### config.mk
export PLATFORM = sky130hd
export DESIGN_NAME = count_ordered_self_organizing_list_unit
export DESIGN_NICKNAME = d
export VERILOG_FILES = /design/src/hdl/cosol_pkg.sv /design/src/hdl/cosol_ctrl.sv /design/src/hdl/cosol_dp.sv /design/src/hdl/count_ordered_self_organizing_list_unit.sv
export SDC_FILE = /design/constraint.sdc
export NUM_CORES = 1
export LEC_CHECK = 0
export BUFFER_PORTS_ARGS = -buffer_cell sky130_fd_sc_hd__buf_2
export CORE_ASPECT_RATIO = 0.5
export CORE_MARGIN = 2
export CORE_UTILIZATION = 51
export CTS_CLUSTER_DIAMETER = 30
export CTS_CLUSTER_SIZE = 14
export DETAILED_ROUTE_END_ITERATION = 16
export HOLD_SLACK_MARGIN = 0.03
export PLACE_DENSITY = 0.64
export RECOVER_POWER = 50
export SETUP_SLACK_MARGIN = 0.05
export SLEW_MARGIN = 0
export SYNTH_ARGS = -nofsm -noshare
export SYNTH_HDL_FRONTEND = slang
export SYNTH_SLANG_ARGS = --single-unit
### constraint.sdc
create_clock -name clk -period 14.9 [get_ports clk]
set_input_delay 2.98 -clock clk [delete_from_list [all_inputs] [get_ports clk]]
set_output_delay 2.98 -clock clk [all_outputs]
set_load 0.01 [all_outputs]
### src/hdl/cosol_pkg.sv
// shared types, codes and defaults for the count-ordered self-organizing list
package cosol_pkg;

  localparam int DEF_CAPACITY    = 16;
  localparam int DEF_COUNT_WIDTH = 16;

  localparam int KEY_WIDTH   = 32;
  localparam int FUNC_WIDTH  = 2;
  localparam int HITS_WIDTH  = 16;

  localparam logic [FUNC_WIDTH-1:0] FN_INSERT = 2'd0;
  localparam logic [FUNC_WIDTH-1:0] FN_DELETE = 2'd1;
  localparam logic [FUNC_WIDTH-1:0] FN_SEARCH = 2'd2;

  typedef enum logic [1:0] {
    ST_OK        = 2'd0,
    ST_NOT_FOUND = 2'd1,
    ST_FULL      = 2'd2
  } status_t;

  typedef enum logic [2:0] {
    S_IDLE,
    S_DISPATCH,
    S_FIND,
    S_ORDER,
    S_SHDN,
    S_SHUP,
    S_PLACE
  } state_t;

  typedef enum logic [2:0] {
    LD_NONE,
    LD_FIND,
    LD_ORDER,
    LD_SHDN,
    LD_SHUP
  } ld_sel_t;

  typedef enum logic [2:0] {
    WR_NONE,
    WR_INSERT,
    WR_COUNT,
    WR_SHDN,
    WR_SHUP,
    WR_PLACE
  } wr_sel_t;

  typedef struct packed {
    logic    capture;
    ld_sel_t load;
    wr_sel_t wr;
    logic    latch_pos;
    logic    latch_j;
    logic    occ_inc;
    logic    occ_dec;
    logic    report;
    status_t rep_status;
    logic    rep_count;
  } ctl_cmd_t;

  typedef struct packed {
    logic full;
    logic find_hit;
    logic order_hit;
    logic drained;
  } dp_stat_t;

endpackage

### src/hdl/cosol_ctrl.sv
// controller state machine: sequences find, reorder and shift steps
module cosol_ctrl (
  input  logic                clk,
  input  logic                rst,
  input  logic                start,
  input  logic [1:0]          func,
  input  cosol_pkg::dp_stat_t stat,
  output logic                busy,
  output cosol_pkg::ctl_cmd_t cmd
);
  import cosol_pkg::*;

  state_t                state;
  state_t                state_next;
  logic [FUNC_WIDTH-1:0] op;

  always_ff @(posedge clk) begin
    if (rst) begin
      state <= S_IDLE;
    end else begin
      state <= state_next;
    end
  end

  always_ff @(posedge clk) begin
    if (state == S_IDLE && start) begin
      op <= func;
    end
  end

  always_comb begin
    state_next = state;
    case (state)
      S_IDLE: begin
        if (start) begin
          state_next = S_DISPATCH;
        end
      end
      S_DISPATCH: begin
        if (op == FN_DELETE || op == FN_SEARCH) begin
          state_next = S_FIND;
        end else begin
          state_next = S_IDLE;
        end
      end
      S_FIND: begin
        if (stat.find_hit) begin
          state_next = (op == FN_SEARCH) ? S_ORDER : S_SHUP;
        end else if (stat.drained) begin
          state_next = S_IDLE;
        end
      end
      S_ORDER: begin
        if (stat.order_hit) begin
          state_next = S_SHDN;
        end else if (stat.drained) begin
          state_next = S_IDLE;
        end
      end
      S_SHDN: begin
        if (stat.drained) begin
          state_next = S_PLACE;
        end
      end
      S_SHUP: begin
        if (stat.drained) begin
          state_next = S_IDLE;
        end
      end
      S_PLACE: begin
        state_next = S_IDLE;
      end
      default: begin
        state_next = S_IDLE;
      end
    endcase
  end

  always_comb begin
    cmd            = '0;
    cmd.load       = LD_NONE;
    cmd.wr         = WR_NONE;
    cmd.rep_status = ST_OK;
    busy           = (state != S_IDLE);
    case (state)
      S_IDLE: begin
        cmd.capture = start;
      end
      S_DISPATCH: begin
        if (op == FN_INSERT) begin
          cmd.report = 1'b1;
          if (stat.full) begin
            cmd.rep_status = ST_FULL;
          end else begin
            cmd.wr      = WR_INSERT;
            cmd.occ_inc = 1'b1;
          end
        end else if (op == FN_DELETE || op == FN_SEARCH) begin
          cmd.load = LD_FIND;
        end else begin
          cmd.report     = 1'b1;
          cmd.rep_status = ST_NOT_FOUND;
        end
      end
      S_FIND: begin
        if (stat.find_hit) begin
          cmd.latch_pos = 1'b1;
          if (op == FN_SEARCH) begin
            cmd.wr   = WR_COUNT;
            cmd.load = LD_ORDER;
          end else begin
            cmd.load = LD_SHUP;
          end
        end else if (stat.drained) begin
          cmd.report     = 1'b1;
          cmd.rep_status = ST_NOT_FOUND;
        end
      end
      S_ORDER: begin
        if (stat.order_hit) begin
          cmd.latch_j = 1'b1;
          cmd.load    = LD_SHDN;
        end else if (stat.drained) begin
          // no entry ahead to pass: count already written in place
          cmd.report    = 1'b1;
          cmd.rep_count = 1'b1;
        end
      end
      S_SHDN: begin
        cmd.wr = WR_SHDN;
      end
      S_SHUP: begin
        cmd.wr = WR_SHUP;
        if (stat.drained) begin
          cmd.occ_dec = 1'b1;
          cmd.report  = 1'b1;
        end
      end
      S_PLACE: begin
        cmd.wr        = WR_PLACE;
        cmd.report    = 1'b1;
        cmd.rep_count = 1'b1;
      end
      default: begin
        cmd.wr = WR_NONE;
      end
    endcase
  end

endmodule

### src/hdl/cosol_dp.sv
// datapath: entry memories, scan stream, occupancy and result registers
module cosol_dp #(
  parameter int CAPACITY    = cosol_pkg::DEF_CAPACITY,
  parameter int COUNT_WIDTH = cosol_pkg::DEF_COUNT_WIDTH
) (
  input  logic                                   clk,
  input  logic                                   rst,
  input  cosol_pkg::ctl_cmd_t                    cmd,
  input  logic signed [cosol_pkg::KEY_WIDTH-1:0] key_value,
  output cosol_pkg::dp_stat_t                    stat,
  output logic                                   done,
  output logic [1:0]                             status,
  output logic [cosol_pkg::HITS_WIDTH-1:0]       hit_count
);
  import cosol_pkg::*;

  localparam int IW = (CAPACITY > 1) ? $clog2(CAPACITY) : 1;
  localparam int OW = $clog2(CAPACITY + 1);

  logic [KEY_WIDTH-1:0]   key_mem [CAPACITY];
  logic [COUNT_WIDTH-1:0] cnt_mem [CAPACITY];

  logic [KEY_WIDTH-1:0]   key_reg;
  logic [OW-1:0]          occ;
  logic [IW-1:0]          pos_reg;
  logic [IW-1:0]          j_reg;
  logic [COUNT_WIDTH-1:0] cnt_reg;

  // scan stream: one read a cycle unless loading, data back next cycle
  logic [IW-1:0]          ptr;
  logic [OW-1:0]          left;
  logic                   dir_up;
  logic                   rd_vld;
  logic [IW-1:0]          rd_idx;
  logic [KEY_WIDTH-1:0]   rd_key;
  logic [COUNT_WIDTH-1:0] rd_cnt;
  logic                   issue;

  logic [IW-1:0]          ld_ptr;
  logic [OW-1:0]          ld_left;
  logic                   ld_up;

  logic [COUNT_WIDTH-1:0] cnt_inc;
  logic                   wr_en;
  logic [IW-1:0]          wr_addr;
  logic [KEY_WIDTH-1:0]   wr_key;
  logic [COUNT_WIDTH-1:0] wr_cnt;
  logic [31:0]            cnt_wide;

  assign issue   = (left != '0) && (cmd.load == LD_NONE);
  assign cnt_inc = (rd_cnt == '1) ? rd_cnt : rd_cnt + 1'b1;

  always_comb begin
    ld_ptr  = '0;
    ld_left = '0;
    ld_up   = 1'b1;
    case (cmd.load)
      LD_FIND: begin
        ld_left = occ;
      end
      LD_ORDER: begin
        ld_left = OW'(rd_idx);
      end
      LD_SHUP: begin
        ld_ptr  = rd_idx + 1'b1;
        ld_left = occ - OW'(rd_idx) - OW'(1);
      end
      LD_SHDN: begin
        // rd_idx holds the first entry not above the new count
        ld_ptr  = pos_reg - 1'b1;
        ld_left = OW'(pos_reg) - OW'(rd_idx);
        ld_up   = 1'b0;
      end
      default: begin
        ld_up = 1'b1;
      end
    endcase
  end

  always_ff @(posedge clk) begin
    if (rst) begin
      left   <= '0;
      rd_vld <= 1'b0;
    end else if (cmd.load != LD_NONE) begin
      left   <= ld_left;
      rd_vld <= 1'b0;
    end else begin
      rd_vld <= issue;
      if (issue) begin
        left <= left - 1'b1;
      end
    end
  end

  always_ff @(posedge clk) begin
    if (cmd.load != LD_NONE) begin
      ptr    <= ld_ptr;
      dir_up <= ld_up;
    end else if (issue) begin
      ptr    <= dir_up ? ptr + 1'b1 : ptr - 1'b1;
      rd_idx <= ptr;
    end
  end

  always_ff @(posedge clk) begin
    if (issue) begin
      rd_key <= key_mem[ptr];
      rd_cnt <= cnt_mem[ptr];
    end
  end

  always_comb begin
    wr_en   = 1'b0;
    wr_addr = rd_idx;
    wr_key  = rd_key;
    wr_cnt  = rd_cnt;
    case (cmd.wr)
      WR_INSERT: begin
        wr_en   = 1'b1;
        wr_addr = IW'(occ);
        wr_key  = key_reg;
        wr_cnt  = '0;
      end
      WR_COUNT: begin
        wr_en  = 1'b1;
        wr_cnt = cnt_inc;
      end
      WR_SHDN: begin
        wr_en   = rd_vld;
        wr_addr = rd_idx + 1'b1;
      end
      WR_SHUP: begin
        wr_en   = rd_vld;
        wr_addr = rd_idx - 1'b1;
      end
      WR_PLACE: begin
        wr_en   = 1'b1;
        wr_addr = j_reg;
        wr_key  = key_reg;
        wr_cnt  = cnt_reg;
      end
      default: begin
        wr_en = 1'b0;
      end
    endcase
  end

  always_ff @(posedge clk) begin
    if (wr_en) begin
      key_mem[wr_addr] <= wr_key;
      cnt_mem[wr_addr] <= wr_cnt;
    end
  end

  always_ff @(posedge clk) begin
    if (cmd.capture) begin
      key_reg <= key_value;
    end
    if (cmd.latch_pos) begin
      pos_reg <= rd_idx;
      cnt_reg <= cnt_inc;
    end
    if (cmd.latch_j) begin
      j_reg <= rd_idx;
    end
  end

  always_ff @(posedge clk) begin
    if (rst) begin
      occ <= '0;
    end else if (cmd.occ_inc) begin
      occ <= occ + 1'b1;
    end else if (cmd.occ_dec) begin
      occ <= occ - 1'b1;
    end
  end

  assign stat.full      = (occ == OW'(CAPACITY));
  assign stat.find_hit  = rd_vld && (rd_key == key_reg);
  assign stat.order_hit = rd_vld && (rd_cnt <= cnt_reg);
  assign stat.drained   = (left == '0) && !rd_vld;

  assign cnt_wide = 32'(cnt_reg);

  always_ff @(posedge clk) begin
    if (rst) begin
      done <= 1'b0;
    end else begin
      done <= cmd.report;
    end
  end

  always_ff @(posedge clk) begin
    if (cmd.report) begin
      status    <= cmd.rep_status;
      hit_count <= cmd.rep_count ? cnt_wide[HITS_WIDTH-1:0] : '0;
    end
  end

`ifndef NO_ASSERTIONS
  a_occ_bound: assert property (@(posedge clk) disable iff (rst)
    occ <= OW'(CAPACITY))
    else $error("occupancy above capacity");

  a_occ_step: assert property (@(posedge clk) disable iff (rst)
    !rst |=> (occ == $past(occ) || occ == $past(occ) + 1'b1 || occ + 1'b1 == $past(occ)))
    else $error("occupancy moved by more than one");

  a_done_single: assert property (@(posedge clk) disable iff (rst)
    done |=> !done)
    else $error("two results in consecutive cycles");

  a_full_status: assert property (@(posedge clk) disable iff (rst)
    done && status == ST_FULL |-> stat.full)
    else $error("full reported while list has room");

  a_hits_ok: assert property (@(posedge clk) disable iff (rst)
    done && hit_count != '0 |-> status == ST_OK)
    else $error("nonzero count on a failed item");
`endif

endmodule

### src/hdl/count_ordered_self_organizing_list_unit.sv
// top level of the count-ordered self-organizing list unit
// A list of up to CAPACITY keys with access counts, kept from highest count
// to lowest. An item is taken at a rising edge with start high and busy low:
// func selects insert at tail, delete first match or search, key_value is
// the key. Each item gives exactly one result, shown for one cycle with done
// high on status and hit_count; the receiver cannot stall, so it must take
// the result in that cycle. busy stays high while an item is in work and
// drops in the cycle its result is shown.
// The find scan, the order scan and the shift each walk the entries
// through the single memory read port at one read a cycle.
// One item is in work at a time. Reset empties the list (occupancy zero);
// entry memories need no clearing since only entries below the occupancy
// are ever read.
module count_ordered_self_organizing_list_unit #(
  parameter int CAPACITY    = cosol_pkg::DEF_CAPACITY,
  parameter int COUNT_WIDTH = cosol_pkg::DEF_COUNT_WIDTH
) (
  input  logic                                   clk,
  input  logic                                   rst,
  input  logic                                   start,
  output logic                                   busy,
  input  logic [cosol_pkg::FUNC_WIDTH-1:0]       func,
  input  logic signed [cosol_pkg::KEY_WIDTH-1:0] key_value,
  output logic                                   done,
  output logic [1:0]                             status,
  output logic [cosol_pkg::HITS_WIDTH-1:0]       hit_count
);
  import cosol_pkg::*;

  ctl_cmd_t cmd;
  dp_stat_t stat;

  cosol_ctrl u_ctrl (
    .clk   (clk),
    .rst   (rst),
    .start (start),
    .func  (func),
    .stat  (stat),
    .busy  (busy),
    .cmd   (cmd)
  );

  cosol_dp #(
    .CAPACITY    (CAPACITY),
    .COUNT_WIDTH (COUNT_WIDTH)
  ) u_dp (
    .clk       (clk),
    .rst       (rst),
    .cmd       (cmd),
    .key_value (key_value),
    .stat      (stat),
    .done      (done),
    .status    (status),
    .hit_count (hit_count)
  );

endmodule
# Word-level counts from Yosys, hierarchy flattened
# Memory sizes are Yosys's and may differ from the RTL's. A register that Yosys moved wholly into a read port is not among the register bits.
# Cells that the tools add are included.
[word_totals] regBits=100 ramBits=768 in_bits=37 output_inout_bits=20 wordCells=129 mem_count=2
[op_classes] addsub=12 order_cmp=1 n_eq_ne=22 mux=54 bitwise=1 reduce_logical=22
[mem_list] memory="u_dp.key_mem" depth=16 word_bits=32 read_ports=1 rd_clocked_by_memory_dff=1 write_ports=1 line_no="cosol_dp.sv:20" source="logic [KEY_WIDTH-1:0] key_mem [CAPACITY];"
[mem_list] memory="u_dp.cnt_mem" depth=16 word_bits=16 read_ports=1 rd_clocked_by_memory_dff=1 write_ports=1 line_no="cosol_dp.sv:21" source="logic [COUNT_WIDTH-1:0] cnt_mem [CAPACITY];"
[op_table] operator="$pmux 16 s3" count=1
[op_table] operator="$mux 3" count=11
[op_table] operator="$eq 32x32->1" count=1
[op_table] operator="$mux 32" count=1
[op_table] operator="$mux 5" count=4
[op_table] operator="$pmux 5 s4" count=1
[op_table] operator="$eq 3x2->1 const B" count=6
[op_table] operator="$eq 3x3->1 const B" count=6
[op_table] operator="$pmux 3 s6" count=1
[op_table] operator="$mux 1" count=17
[op_table] operator="$add 16x1->16 const B" count=1
[op_table] operator="$eq 16x16->1 const B" count=1
[op_table] operator="$le 16x16->1" count=1
[op_table] operator="$mux 16" count=1
[op_table] operator="$pmux 4 s4" count=1
[op_table] operator="$pmux 3 s5" count=1
[op_table] operator="$sub 5x1->5 const B" count=3
[op_table] operator="$mux 4" count=3
[op_table] operator="$sub 4x1->4 const B" count=3
[op_table] operator="$mux 2" count=5
[op_table] operator="$eq 3x1->1 const B" count=3
[op_table] operator="$pmux 3 s3" count=1
[op_table] operator="$add 4x1->4 const B" count=2
[op_table] operator="$pmux 4 s2" count=1
[op_table] operator="24 further kinds" count=36

# Logic depth before layout (Yosys ltp)
[logic_depth] word_depth=9 depth_mapped=12 mapped_depth_nobuf=12

# Modules after synthesis
# From an unflattened synthesis, not the netlist that was laid out.
[unflattened] cells_unflattened=1879 hier_area_um2=37206.9
[modules_own_cells] mod="cosol_dp" n_inst=1 cells_per_inst=1806 area_each_um2=36631.4 seq_area_each_um2=27236.1
[modules_own_cells] mod="cosol_ctrl" n_inst=1 cells_per_inst=73 area_each_um2=575.6 seq_area_each_um2=120.1

# Least setup slack after synthesis
# Ideal clock, no wire load.
[synth_timing] path_kind="register -> register" start="register u_ctrl.op[0]" end="memory u_dp.cnt_mem[4][0] in the netlist's numbering, enable pin" setup_time_ps=513 t_arrival_ps=5073 required_ps=14387 setup_slack_ps=9314 path_stages_with_launch=9 path_buffers=0 synth_period_minus_slack_ps=5586 cell_sequence="edfxtp_1 > inv_1 > ha_1 > nand4bb_1 > a21oi_4 > a21oi_2 > a222oi_1 > nand2_1 > nor3_1"
[synth_between] elab_chain_cells=9 elab_cells_between_ends=17 cone_classes="6 x eq/ne; 8 x mux; 3 x reduce/logical"
[synth_lines] element="start: declaration" line_no="cosol_ctrl.sv:15" source="logic [FUNC_WIDTH-1:0] op;"
[synth_lines] element="start signal: assignment" line_no="cosol_ctrl.sv:27" source="op <= func;"
[synth_lines] element="$eq 2x2->1" line_no="cosol_ctrl.sv:108" source="if (op == FN_SEARCH) begin"
[synth_lines] element="$mux 2" line_no="cosol_ctrl.sv:108"
[synth_lines] element="$mux 7" line_no="cosol_ctrl.sv:106" source="if (stat.find_hit) begin"
[synth_lines] element="$pmux 3 s5 *" line_no="cosol_ctrl.sv:85" source="case (state)"
[synth_lines] element="$eq 3x1->1, or another cell as far along" line_no="cosol_dp.sv:117" source="case (cmd.wr)"
[synth_lines] element="$reduce_or 3->1 (no line) / $reduce_or 2->1 (equally long branches)"
[synth_lines] element="$pmux 1 s2" line_no="cosol_dp.sv:117"
[synth_lines] element="$mux 1" line_no="cosol_dp.sv:149" source="if (wr_en) begin"
[synth_lines] element="$mux 1 (implied by the code)" line_no="cosol_dp.sv:151" source="cnt_mem[wr_addr] <= wr_cnt;"
[synth_lines] element="end: declaration" line_no="cosol_dp.sv:21"
# Every way passes the cells marked *; elsewhere a longest branch is shown, timed or not.

==> results.cfg <==
[synth]
yosysSeqAreaShare = 0.744
yosys.cell_types.count = 80
syn_inst = 1809
synth_flop_cell = edfxtp_1
async_reset_ff_frac = 0
synth_edf_count = 901
yosys_warnings = 0
syn_area_um2 = 36800
synth.net_count = 1887
syn_avg_cell_area_um2 = 20.3
ys_ff_latch = 916

[clocking]
cts-root-buf = clkbuf_16
cts_tree = done
clock_sinks = 916
post_cts_resized = 0
clockBufferDepth = 3
ctsHoldBuffers = 0
clock_latency_ns = 0.71
clk_pin_slew_ns = 0.06
ctsHtreeMaxLevel = 3
cts_made_buffers = 116
postCtsSetupBuffers = 0

[timing]
drv_slew = 276
rsz0062_at_grt = false
fmax_mhz = 141
fin_crit_sh = 0.477
tns_ns = 0
slew_headroom = -1.86
setup_slack_ns = 7.79
worstMarginPinSlew_ns = 4.30
finalSetupViolations = 0
layout_min_cycle_time_ns = 7.11
hold_violations = 0
hold_ws_ns = 0.509
skew_ns = 0.0309

[finish]
largest_register_ffs = 512
top_regs = u_dp.key_mem (512), u_dp.cnt_mem (256)
layout-drive-gt1-share = 0.261
fin_area_um2 = 42300
regMostFlops = u_dp.key_mem
area_delta_synth_final_pct = 15.1
final_cell_mix = edfxtp_1 (901), mux4_2 (240), nand2_1 (147)
n_antenna_cell = 0
final_common_cell = edfxtp_1
final_nets = 2019

[worst_setup_path]
crit_path_frequent_cell = buf_4
cp.required_ns = 15.31
cp_cell_sequence = clkbuf_1, buf_4, buf_4, buf_4, mux4_2, mux4_2
rrSetupSlack_ns = 7.79
cp_top_family = buffers and inverters
r2r_cells = 6
reg2reg_to = u_dp.rd_key[22]
worst-path-buf-inv = 4
cpPeakStageDelay_ns = 2.87
r2r-start = u_dp.ptr[0]
crit_type = reg -> reg
crit_fanout = 48
cp-end-kind = flip-flop
arrival_ns = 7.52
crit_path_start_kind = flip-flop
cp_slowest_cell = clkbuf_1

[grt]
grt.overflow.total = 0
grt_usage = 0.223
grt_max_degree = 151
grt_pass1_vias = 18434
grt_first_pass_wirelength_um = 122000
antenna_found_initial = 2

[floorplan]
die-area_um2 = 74400
num_rows = 69
die_h_um = 194
chipWidth_um = 384
core_um2 = 71100
start_util = 0.517
io_pins = 57

[power_and_ir_drop]
p_sw_frac = 0.285
powerDensity_nw_per_um2 = 203
pwr-share-comb = 0.245
p_sw_mw = 2.45
p_seq_frac = 0.411
intPower_mw = 6.15
irDropWorstVdd_uv = 136
p_leak_nw = 13.8
pwr-share-clk = 0.344

[routing]
via_count = 18086
wire_per_inst_um = 27.0
vias_per_cell = 6.03
drt_iter0_markers = 1988
drc = 0
wirelength_um = 81000
drtPass1Iterations = 5
ant_nets = 0

[min_path]
min_from = u_dp.left[4]
hold_depth = 2
hold_path_class = reg -> reg
hold_end = u_dp.left[4]

[status]
run_status = finished, violations left
violations = max-capacitance violations, max-slew violations

[placed_design]
gp_congestion = 0.794
placed_area_um2 = 38300
pre_cts_slack_ns = 9.96
dp.final_hpwl_um = 41500
port_buffers = 56

[run]
maxCapViolCount = 8
-- routing by layer --
layer  wire, um  vias up  GRT usage  part of all wire
li1           -     7718          -                 -
met1      36300     9579      0.340              0.45
met2      37300      684      0.334              0.46
met3       6060      105     0.0437             0.075
met4       1360        0     0.0571             0.017
met5          0        -          0                 0
-- worst reg2reg max path, cell delays in order, from the launching register on --
cell and delay [ns]:
edfxtp_1 0.32, clkbuf_1 2.87, buf_4 1.04, buf_4 0.79, buf_4 0.69, mux4_2 0.64
mux4_2 0.47
-- through the flow --
step / utilization / power [mW] / std cells
2_1_floorplan: - / 5.05 / 1809
3_3_place_gp: 0.539 / 5.63 / 2780
3_5_place_dp: 0.539 / 5.66 / 2780
4_1_cts: 0.597 / 8.63 / 3000
5_1_grt: 0.595 / 8.96 / 3001
6_report: 0.595 / 8.60 / 3001
-- worst max-delay path by stage --
stage | from | to | slack (ns) | cells after the start
floorplan | u_ctrl.op[0] | u_dp.cnt_mem[4][0] | 9.31 | 8
global placement | u_dp.ptr[0] | u_dp.rd_key[20] | 10.00 | 6
detailed placement | u_dp.ptr[0] | u_dp.rd_key[22] | 9.96 | 6
CTS | u_dp.ptr[0] | u_dp.rd_key[16] | 9.98 | 6
global route | u_dp.ptr[0] | u_dp.rd_key[22] | 6.85 | 6
finish | u_dp.ptr[0] | u_dp.rd_key[22] | 7.79 | 6
-- synth_stat cells, drive strengths merged, types with 7 or more instances --
| master | count | area share |
|---|---|---|
| xnor2 | 39 | 0.0093 |
| a221o | 7 | 0.0019 |
| xor2 | 18 | 0.0043 |
| nand4 | 18 | 0.0032 |
| clkbuf | 47 | 0.0048 |
| inv | 40 | 0.0042 |
| o21ai | 8 | 0.0011 |
| edfxtp | 901 | 0.74 |
| nor2b | 7 | 0.0012 |
| nand2 | 147 | 0.015 |
| a21o | 10 | 0.0020 |
| nor3 | 12 | 0.0021 |
| dfxtp | 15 | 0.0082 |
| a211oi | 8 | 0.0016 |
| mux4 | 240 | 0.15 |
| a21oi | 26 | 0.0039 |
| mux2i | 9 | 0.0024 |
| a32oi | 7 | 0.0017 |
| nand2b | 9 | 0.0015 |
| nand3 | 19 | 0.0026 |
| ha | 37 | 0.013 |
| and2 | 23 | 0.0039 |
| buf | 31 | 0.0045 |
| and3 | 7 | 0.0012 |
| nor2 | 50 | 0.0052 |
-- power groups by stage --
| stage | Sequential [mW] | Combinational, mW | Clock (mW) |
|---|---|---|---|
| after floorplan | 3.54 | 1.51 | 0 |
| after global routing | 3.55 | 2.28 | 3.12 |
| after CTS | 3.53 | 2.10 | 3.01 |
| final | 3.53 | 2.10 | 2.96 |
| after detailed placement | 3.58 | 2.08 | 0 |
| after global placement | 3.58 | 2.05 | 0 |
-- cell families after synthesis --
group / after synthesis / share of synthesized area
AO/OA/AOI/OAI: 105 / 0.0222
XOR/XNOR: 57 / 0.0136
adder cells (fa/ha/maj): 41 / 0.0148
buffers and inverters: 120 / 0.0136
flip-flops: 916 / 0.744
multiplexers: 252 / 0.150
AND/OR/NAND/NOR: 318 / 0.0415
-- area by class of cell --
cell class	instances	area, um^2
fill	5069	28800
inverter	42	160
sequential	916	27400
clock buffer	126	2960
tap	958	1200
timing repair buffer	92	503
clock inverter	94	1190
multi-input combinational	773	8950
Note: power is estimated with default switching activity, not from simulation.
